--- config.mk ---
export PLATFORM = sky130hd
export DESIGN_NAME = servo_angle_ramp_to_pwm_compare
export DESIGN_NICKNAME = d
export VERILOG_FILES = /design/src/design/sarpc_pkg.sv /design/src/design/sarpc_ctrl.sv /design/src/design/sarpc_dp.sv /design/src/design/servo_angle_ramp_to_pwm_compare.sv
export SDC_FILE = /design/constraint.sdc
export NUM_CORES = 2
export LEC_CHECK = 0
export BUFFER_PORTS_ARGS = -buffer_cell sky130_fd_sc_hd__buf_2
export CORE_MARGIN = 3
export CORE_UTILIZATION = 45
export DETAILED_ROUTE_END_ITERATION = 8
export GPL_ROUTABILITY_DRIVEN = 0
export PLACE_DENSITY = 0.64
export SLEW_MARGIN = 20
export SYNTH_ARGS = -nofsm -noshare
export SYNTH_HDL_FRONTEND = slang
export SYNTH_SLANG_ARGS = --single-unit
--- constraint.sdc ---
create_clock -name clk_i -period 21.4 [get_ports clk_i]
set_clock_uncertainty 0.2 [all_clocks]
set_input_delay 2.14 -clock clk_i [delete_from_list [all_inputs] [get_ports clk_i]]
set_output_delay 2.14 -clock clk_i [all_outputs]
set_load 0.005 [all_outputs]
--- src/design/sarpc_pkg.sv ---
// Shared types and constants for the servo angle ramp to PWM compare block.
`default_nettype none

package sarpc_pkg;

  // Angle limits
  localparam logic [7:0] MAX_ANGLE    = 8'd180;
  localparam logic [7:0] UNPOSITIONED = 8'd255;

  // Command kinds
  localparam logic [1:0] KIND_MOVE = 2'd0;
  localparam logic [1:0] KIND_RAMP = 2'd1;
  localparam logic [1:0] KIND_TICK = 2'd2;

  // Configuration register indexes
  localparam logic [1:0] REG_MIN_PULSE = 2'd0;
  localparam logic [1:0] REG_MAX_PULSE = 2'd1;
  localparam logic [1:0] REG_PWM_PERIOD = 2'd2;
  localparam logic [1:0] REG_TIMER_PERIOD = 2'd3;

  // Configuration reset values
  localparam logic [15:0] RST_MIN_PULSE    = 16'd1000;
  localparam logic [15:0] RST_MAX_PULSE    = 16'd2000;
  localparam logic [15:0] RST_PWM_PERIOD   = 16'd20000;
  localparam logic [15:0] RST_TIMER_PERIOD = 16'd65535;

  // Serial divider geometry
  localparam int CFG_W     = 16;
  localparam int DIVW      = 34;  // timer_period * (min + angle * inc)
  localparam int CNT_W     = $clog2(DIVW);
  localparam logic [CNT_W-1:0] DIV_LAST = CNT_W'(DIVW - 1);

  // Reciprocal of 180 for a 16-bit span: floor(x / 180) = (x * 93207) >> 24
  localparam logic [16:0] INC_RECIP = 17'd93207;
  localparam int          INC_SHIFT = 24;

  // Controller to datapath commands
  typedef struct packed {
    logic accept;    // take the input transaction, update angle state
    logic div_step;  // one restoring division step
    logic mul_a;     // min + angle * inc
    logic mul_b;     // timer_period * sum, load divider
    logic fin;       // saturate quotient into duty compare
    logic load_out;  // load the result register
  } sarpc_cmd_t;

  // Datapath to controller status
  typedef struct packed {
    logic need_compute;  // the offered transaction sets a new position
  } sarpc_status_t;

endpackage

`default_nettype wire

--- src/design/sarpc_ctrl.sv ---
// Controller state machine: sequences the divider, multiplies and result handshake.
`default_nettype none

module sarpc_ctrl
  import sarpc_pkg::*;
(
  input  wire logic          clk_i,
  input  wire logic          rst_ni,
  input  wire logic          in_valid_i,
  output logic               in_ready_o,
  output logic               out_valid_o,
  input  wire logic          out_ready_i,
  input  wire sarpc_status_t status_i,
  output sarpc_cmd_t         cmd_o
);

  typedef enum logic [2:0] {
    ST_IDLE,
    ST_MULA,
    ST_MULB,
    ST_DIV,
    ST_FIN,
    ST_EMIT
  } state_e;

  state_e           state_q, state_d;
  logic [CNT_W-1:0] cnt_q, cnt_d;
  logic             out_valid_q, out_valid_d;

  // Decode commands and next state
  always_comb begin
    state_d     = state_q;
    cnt_d       = cnt_q;
    cmd_o       = '0;
    in_ready_o  = 1'b0;
    case (state_q)
      ST_IDLE: begin
        in_ready_o   = 1'b1;
        cmd_o.accept = in_valid_i;
        if (in_valid_i) begin
          if (status_i.need_compute) begin
            state_d = ST_MULA;
          end else begin
            state_d = ST_EMIT;
          end
        end
      end
      ST_MULA: begin
        cmd_o.mul_a = 1'b1;
        state_d     = ST_MULB;
      end
      ST_MULB: begin
        cmd_o.mul_b = 1'b1;
        state_d     = ST_DIV;
        cnt_d       = DIV_LAST;
      end
      ST_DIV: begin
        cmd_o.div_step = 1'b1;
        if (cnt_q == '0) begin
          state_d = ST_FIN;
        end else begin
          cnt_d = cnt_q - 1'b1;
        end
      end
      ST_FIN: begin
        cmd_o.fin = 1'b1;
        state_d   = ST_EMIT;
      end
      ST_EMIT: begin
        if (!out_valid_q || out_ready_i) begin
          cmd_o.load_out = 1'b1;
          state_d        = ST_IDLE;
        end
      end
      default: begin
        state_d = ST_IDLE;
      end
    endcase
  end

  // Hold or release the output transaction
  always_comb begin
    out_valid_d = out_valid_q;
    if (cmd_o.load_out) begin
      out_valid_d = 1'b1;
    end else if (out_ready_i) begin
      out_valid_d = 1'b0;
    end
  end

  // State and registered outputs
  always_ff @(posedge clk_i or negedge rst_ni) begin
    if (!rst_ni) begin
      state_q     <= ST_IDLE;
      cnt_q       <= '0;
      out_valid_q <= 1'b0;
    end else begin
      state_q     <= state_d;
      cnt_q       <= cnt_d;
      out_valid_q <= out_valid_d;
    end
  end

  assign out_valid_o = out_valid_q;

endmodule

`default_nettype wire

--- src/design/sarpc_dp.sv ---
// Datapath: configuration, angle and ramp state, serial divider, multiplies, result register.
`default_nettype none

module sarpc_dp
  import sarpc_pkg::*;
(
  input  wire logic              clk_i,
  input  wire logic              rst_ni,
  input  wire logic              cfg_we_i,
  input  wire logic [1:0]        cfg_index_i,
  input  wire logic [CFG_W-1:0]  cfg_wdata_i,
  input  wire logic [1:0]        kind_i,
  input  wire logic [7:0]        angle_i,
  input  wire logic [7:0]        step_deg_i,
  input  wire sarpc_cmd_t        cmd_i,
  output sarpc_status_t          status_o,
  output logic [31:0]            compare_value_o,
  output logic                   compare_written_o,
  output logic [7:0]             position_o,
  output logic                   ramping_o,
  output logic                   rejected_o
);

  // Configuration registers
  logic [CFG_W-1:0] min_q, max_q, pwm_q, timer_q;

  // Angle and ramp state
  logic [7:0]  cur_q, cur_d;
  logic [7:0]  target_q, target_d;
  logic [7:0]  step_q, step_d;
  logic        active_q, active_d;
  logic [31:0] duty_q;
  logic        wr_q, wr_d;
  logic        rej_q, rej_d;

  // Arithmetic registers
  logic [DIVW-1:0] q_q;
  logic [15:0]     rem_q;
  logic [17:0]     sum_q;

  // Result register
  logic [31:0] res_compare_q;
  logic        res_written_q;
  logic [7:0]  res_position_q;
  logic        res_ramping_q;
  logic        res_rejected_q;

  // Write configuration
  always_ff @(posedge clk_i or negedge rst_ni) begin
    if (!rst_ni) begin
      min_q   <= RST_MIN_PULSE;
      max_q   <= RST_MAX_PULSE;
      pwm_q   <= RST_PWM_PERIOD;
      timer_q <= RST_TIMER_PERIOD;
    end else if (cfg_we_i) begin
      case (cfg_index_i)
        REG_MIN_PULSE:    min_q   <= cfg_wdata_i;
        REG_MAX_PULSE:    max_q   <= cfg_wdata_i;
        REG_PWM_PERIOD:   pwm_q   <= cfg_wdata_i;
        REG_TIMER_PERIOD: timer_q <= cfg_wdata_i;
        default: begin
        end
      endcase
    end
  end

  // Pick the next ramp position
  logic [7:0] up_gap, down_gap, next_pos;
  assign up_gap   = target_q - cur_q;
  assign down_gap = cur_q - target_q;

  always_comb begin
    if (cur_q == UNPOSITIONED) begin
      next_pos = target_q;
    end else if (target_q > cur_q) begin
      next_pos = (up_gap <= step_q) ? target_q : cur_q + step_q;
    end else begin
      next_pos = (down_gap <= step_q) ? target_q : cur_q - step_q;
    end
  end

  // Decode the offered transaction against the current state
  logic angle_bad;
  assign angle_bad = (angle_i > MAX_ANGLE) || (angle_i == cur_q);

  always_comb begin
    cur_d    = cur_q;
    target_d = target_q;
    step_d   = step_q;
    active_d = active_q;
    wr_d     = 1'b0;
    rej_d    = 1'b0;
    case (kind_i)
      KIND_MOVE: begin
        if (angle_bad) begin
          rej_d = 1'b1;
        end else begin
          cur_d    = angle_i;
          active_d = 1'b0;
          wr_d     = 1'b1;
        end
      end
      KIND_RAMP: begin
        if (angle_bad) begin
          rej_d = 1'b1;
        end else begin
          target_d = angle_i;
          step_d   = (step_deg_i == '0) ? 8'd1 : step_deg_i;
          active_d = 1'b1;
        end
      end
      KIND_TICK: begin
        if (active_q) begin
          cur_d    = next_pos;
          active_d = (next_pos != target_q);
          wr_d     = 1'b1;
        end
      end
      default: begin
      end
    endcase
  end

  assign status_o.need_compute = wr_d;

  // Quotient saturated to 32 bits; zero period gives all ones
  logic [31:0] duty_new;
  assign duty_new = ((pwm_q == '0) || (q_q[DIVW-1:32] != '0)) ? '1 : q_q[31:0];

  // Update angle state on acceptance, duty at the end of the computation
  always_ff @(posedge clk_i or negedge rst_ni) begin
    if (!rst_ni) begin
      cur_q    <= UNPOSITIONED;
      target_q <= '0;
      step_q   <= 8'd1;
      active_q <= 1'b0;
      duty_q   <= '0;
      wr_q     <= 1'b0;
      rej_q    <= 1'b0;
    end else begin
      if (cmd_i.accept) begin
        cur_q    <= cur_d;
        target_q <= target_d;
        step_q   <= step_d;
        active_q <= active_d;
        wr_q     <= wr_d;
        rej_q    <= rej_d;
      end
      if (cmd_i.fin) begin
        duty_q <= duty_new;
      end
    end
  end

  // Restoring division step by pwm_period_us, one quotient bit per cycle
  logic [16:0] divisor;
  logic [16:0] rem_sh;
  logic        rem_ge;
  logic [16:0] rem_sub;
  assign divisor = {1'b0, pwm_q};
  assign rem_sh  = {rem_q, q_q[DIVW-1]};
  assign rem_ge  = (rem_sh >= divisor);
  assign rem_sub = rem_sh - divisor;

  // Pulse increment per degree by reciprocal multiply, zero when max is below min
  logic [15:0] pulse_span;
  logic [32:0] span_recip;
  logic [8:0]  inc_calc;
  assign pulse_span = (max_q >= min_q) ? (max_q - min_q) : '0;
  assign span_recip = {17'd0, pulse_span} * {16'd0, INC_RECIP};
  assign inc_calc   = span_recip[INC_SHIFT+8:INC_SHIFT];

  // Multiplies
  logic [16:0]     ang_inc;
  logic [17:0]     sum_d;
  logic [DIVW-1:0] prod;
  assign ang_inc = {9'd0, cur_q} * {8'd0, q_q[8:0]};
  assign sum_d   = {1'b0, ang_inc} + {2'd0, min_q};
  assign prod    = {18'd0, timer_q} * {16'd0, sum_q};

  // Advance the divider and multiply registers
  always_ff @(posedge clk_i) begin
    if (cmd_i.accept) begin
      q_q   <= {{(DIVW - 9){1'b0}}, inc_calc};
      rem_q <= '0;
    end else if (cmd_i.div_step) begin
      q_q   <= {q_q[DIVW-2:0], rem_ge};
      rem_q <= rem_ge ? rem_sub[15:0] : rem_sh[15:0];
    end else if (cmd_i.mul_b) begin
      q_q   <= prod;
      rem_q <= '0;
    end
    if (cmd_i.mul_a) begin
      sum_q <= sum_d;
    end
  end

  // Load the result register
  always_ff @(posedge clk_i) begin
    if (cmd_i.load_out) begin
      res_compare_q  <= duty_q;
      res_written_q  <= wr_q;
      res_position_q <= cur_q;
      res_ramping_q  <= active_q;
      res_rejected_q <= rej_q;
    end
  end

  assign compare_value_o   = res_compare_q;
  assign compare_written_o = res_written_q;
  assign position_o        = res_position_q;
  assign ramping_o         = res_ramping_q;
  assign rejected_o        = res_rejected_q;

endmodule

`default_nettype wire

--- src/design/servo_angle_ramp_to_pwm_compare.sv ---
// Top level of the servo angle ramp to PWM compare block.
`default_nettype none

// Takes move, ramp-start and ramp-tick commands, tracks the servo angle and
// gives the PWM output compare value timer_period * (min + angle * inc) /
// pwm_period_us, saturated to 32 bits, with inc = (max - min) / 180.
// One transaction is worked on at a time. A command that sets a new
// position (an accepted move, or a tick while a ramp runs) raises
// out_valid_o after these steps: inc comes from a reciprocal multiply
// at acceptance, then min + angle * inc is formed, the sum is multiplied
// by timer_period, 34 steps of a serial restoring division by
// pwm_period_us follow, the quotient is saturated and the result
// register is loaded. Every other command skips the arithmetic and goes
// straight to loading the result register. A new transaction is accepted
// as soon as the previous result sits in the output register, even if it
// has not been taken yet; a result still waiting when the next one is
// ready stalls the block until it is taken. The user must write
// configuration via cfg_we_i only while idle, which is not enforced.

module servo_angle_ramp_to_pwm_compare
  import sarpc_pkg::*;
(
  input  wire logic             clk_i,
  input  wire logic             rst_ni,
  input  wire logic             cfg_we_i,
  input  wire logic [1:0]       cfg_index_i,
  input  wire logic [CFG_W-1:0] cfg_wdata_i,
  input  wire logic             in_valid_i,
  output logic                  in_ready_o,
  input  wire logic [1:0]       kind_i,
  input  wire logic [7:0]       angle_i,
  input  wire logic [7:0]       step_deg_i,
  output logic                  out_valid_o,
  input  wire logic             out_ready_i,
  output logic [31:0]           compare_value_o,
  output logic                  compare_written_o,
  output logic [7:0]            position_o,
  output logic                  ramping_o,
  output logic                  rejected_o
);

  sarpc_cmd_t    cmd;
  sarpc_status_t status;

  // Sequence each transaction
  sarpc_ctrl u_ctrl (
    .clk_i       (clk_i),
    .rst_ni      (rst_ni),
    .in_valid_i  (in_valid_i),
    .in_ready_o  (in_ready_o),
    .out_valid_o (out_valid_o),
    .out_ready_i (out_ready_i),
    .status_i    (status),
    .cmd_o       (cmd)
  );

  // Hold state and do the arithmetic
  sarpc_dp u_dp (
    .clk_i             (clk_i),
    .rst_ni            (rst_ni),
    .cfg_we_i          (cfg_we_i),
    .cfg_index_i       (cfg_index_i),
    .cfg_wdata_i       (cfg_wdata_i),
    .kind_i            (kind_i),
    .angle_i           (angle_i),
    .step_deg_i        (step_deg_i),
    .cmd_i             (cmd),
    .status_o          (status),
    .compare_value_o   (compare_value_o),
    .compare_written_o (compare_written_o),
    .position_o        (position_o),
    .ramping_o         (ramping_o),
    .rejected_o        (rejected_o)
  );

endmodule

`default_nettype wire
==> impl_metrics.env <==
export IMPL_syn_inst=3096
export IMPL_critPathMostFrequentCell="fa_1"
export IMPL_fill_cells=6109
export IMPL_hold_path_class="flip-flop to flip-flop"
export IMPL_drv_slew=0
export IMPL_grt_pass1_vias=21900
export IMPL_cp_slowest_cell="fa_1"
export IMPL_synth_mux_area_fraction_pct=2.66
export IMPL_fin_crit_sh_pct=38.0
export IMPL_dp_hpwl_um=58100
export IMPL_synthXorXnorAreaFrac_pct=3.07
export IMPL_relSlewSlack_pct=32.0
export IMPL_grt_pass1_wl_um=120000
export IMPL_synth_top_family_by_area="adder cells"
export IMPL_synth_compound_area_share_pct=11.2
export IMPL_maxCapViolCount=0
export IMPL_core_area_mm2=0.0646
export IMPL_drt_pass1_iterations=5
export IMPL_ys_async_sr_fraction_pct=54.5
export IMPL_clock_sinks=244
export IMPL_grt_overflow=0
export IMPL_post_cts_setup_buffers=0
export IMPL_cts_path_max_buffers=3
export IMPL_finalNetCount=3886
export IMPL_wl_um=74500
export IMPL_root_buffer="clkbuf_16"
export IMPL_yosysUniqueCellTypes=84
export IMPL_ant_nets=0
export IMPL_synth_largest_area_cell="fa_1"
export IMPL_grt_max_degree=71
export IMPL_drt_iter0_drc=1147
export IMPL_arrival_ps=8260
export IMPL_start_util_pct=45.5
export IMPL_synth_seq_area_share_pct=21.4
export IMPL_slowest_delay_ps=560
export IMPL_antenna_found_initial=0
export IMPL_yosys_warnings=0
export IMPL_synth_adder_area_share_pct=40.3
export IMPL_drive_above_1_share_pct=9.14
export IMPL_ys_flop_type="dfrtp_1"
export IMPL_routedWlPerCell_um=18.7
export IMPL_cts_resized=0
export IMPL_fin_crit_ps=8120
export IMPL_clkTransAtPathRegs_ps=70
export IMPL_dieArea_mm2=0.0684
export IMPL_via_count=21400
export IMPL_endpoint_kind="flip-flop"
export IMPL_synth_edf_count=70
export IMPL_port_buffers=85
export IMPL_via_per_inst=5.36
export IMPL_drcViolationCount=0
export IMPL_clkLatencyLatePin_ps=610
export IMPL_cts_hold_buffers=0
export IMPL_path_class="flip-flop to flip-flop"
export IMPL_synthDominantCellAreaShare_pct=25.0
export IMPL_h_tree_depth=1
export IMPL_ios=86
export IMPL_fin_setup_tns_ps=0
export IMPL_areaGrowthSynthToFinish_pct=7.58
export IMPL_grt_usage_pct=22.2
export IMPL_rsz0062_at_grt="no"
export IMPL_tritoncts="done"
export IMPL_cts_made_buffers=28
export IMPL_synth_area_top_cells="fa_1 (25%), ha_1 (15%), dfrtp_1 (7.7%)"
export IMPL_ys_ff_latch=244
export IMPL_cp_start_kind="flip-flop"
export IMPL_syn_num_nets=3865
export IMPL_die_h_um=262
export IMPL_die_w_um=262
export IMPL_synth_simple_area_share_pct=12.4
export IMPL_fmax_mhz=123
export IMPL_avgSynthCellArea_um2=9.50
export IMPL_syn_area_mm2=0.0294
export IMPL_critPathRequiredTime_ps=21540
export IMPL_hold_viol_final=0
export IMPL_outcome="finished, final reports clean"
export IMPL_cp_max_fo=3
export IMPL_rows=93
export IMPL_setup_viol=0
export IMPL_max_slew_worst_pin_slew_ps=1020
metrics by stage:
stage | area (um2) | worst slack (ps) | hold slack, ps | instances | utilization, %
2_1_floorplan | 29400 | 13930 | 225 | 3096 | -
3_3_place_gp | 30600 | 13390 | 230 | 3942 | 47.4
3_5_place_dp | 30600 | 13260 | 236 | 3942 | 47.4
4_1_cts | 31600 | 13290 | 250 | 3994 | 49.0
5_1_grt | 31600 | 12770 | 261 | 3994 | 49.0
6_report | 31600 | 13280 | 247 | 3995 | 49.0
final timing paths:
kind | depth (start not counted) | startpoint | slack, ps | end
max | 32 | u_dp.min_q[0] | 13280 | u_dp.q_q[4]
min | 0 | u_dp.duty_q[21] | 250 | u_dp.compare_value_o[21]
max reg2reg | 32 | u_dp.min_q[0] | 13280 | u_dp.q_q[4]
min reg2reg | 0 | u_dp.duty_q[21] | 250 | u_dp.compare_value_o[21]
max in group asynchronous | 2 | rst_ni | 18270 | u_dp.min_q[2]
min in group asynchronous | 1 | rst_ni | 1340 | u_dp.duty_q[11]
per-layer routing:
| metal | vias to the layer above | track usage [%] | part of all wire [%] |
|---|---|---|---|
| met1 | 10700 | 29.8 | 44 |
| li1 | 10100 | - | - |
| met5 | - | 0 | 0 |
| met2 | 494 | 37.9 | 48 |
| met3 | 113 | 2.75 | 5.1 |
| met4 | 0 | 6.31 | 3.0 |
cell usage in the layout (no fill, tap or decap), types with 7 or more instances in the layout:
master and n:
inv_1 571, fa_1 367, ha_1 361, nand2_1 355
and2_1 144, a21oi_1 137, nor2_1 96, o21ai_0 91
dfrtp_1 91, buf_2 84, edfxtp_1 70, mux2_2 65
xnor2_1 63, a21o_1 48, dfstp_2 42, dfxtp_1 41
xor2_1 40, o22a_1 33, clkbuf_16 30, nand3_1 27
nor3_1 25, o211ai_1 22, nand2b_1 21, a31oi_1 21
nor2b_1 20, o21bai_1 20, buf_4 19, nand4_1 17
o21ai_1 16, and3_1 11, nor4_1 11, a22oi_1 11
o21a_1 7, a211oi_1 7, o221ai_1 7
sequential cells by signal (all words and copies together) (netlist names), 3 cells and up:
signal,count
u_ctrl.cnt_q,6
u_ctrl.state_q,3
u_dp.max_q,16
u_dp.position_o,8
u_dp.target_q,8
u_dp.pwm_q,16
u_dp.step_q,8
u_dp.timer_q,16
u_dp.duty_q,32
u_dp.cur_q,8
u_dp.sum_q,18
u_dp.q_q,34
u_dp.rem_q,16
u_dp.compare_value_o,32
u_dp.min_q,16
critical path: cells and delay by family (launching register included):
kind,cells,cell delay [ps]
buf+inv,3,160
fa+ha+maj,9,4020
flops,1,410
compound gates,13,2150
xor+xnor,2,340
simple gates,5,640
kinds of logic (layout without fill, tap and decap cells):
group                    Yosys count  after routing
flip-flops                       244            244
other                              0              1
adder cells (fa/ha/maj)          728            728
XOR/XNOR                         103            103
multiplexers                      70             70
buffers and inverters            687            730
AND/OR/NAND/NOR                  767            767
AO/OA/AOI/OAI                    497            497
cell type report:
class	instances	area (um2)	area share, %
inverter	574	2150	6.81
sequential	244	6300	19.9
timing repair buffer	104	574	1.82
antenna	1	2.50	0.00791
tap	855	1070	3.38
clock buffer	37	807	2.55
multi-input combinational	2165	20500	64.9
clock inverter	15	185	0.585
synthesized netlist by cell type, types with 20 or more instances:
library cell / count
o22a_1: 33
fa_1: 367
edfxtp_1: 70
xor2_1: 40
a21o_1: 48
nor2b_1: 22
nand2b_1: 21
o21ai_0: 91
o21bai_1: 20
ha_1: 361
a21oi_1: 137
a31oi_1: 21
inv_1: 571
nor3_1: 25
nand3_1: 27
mux2_2: 65
nor2_1: 96
xnor2_1: 63
and2_1: 144
o211ai_1: 22
dfstp_2: 42
clkbuf_1: 97
dfrtp_1: 91
dfxtp_1: 41
nand2_1: 355
Power is not shown: default switching activity piles up to over one toggle a cycle in this logic, so the estimate is an artifact.
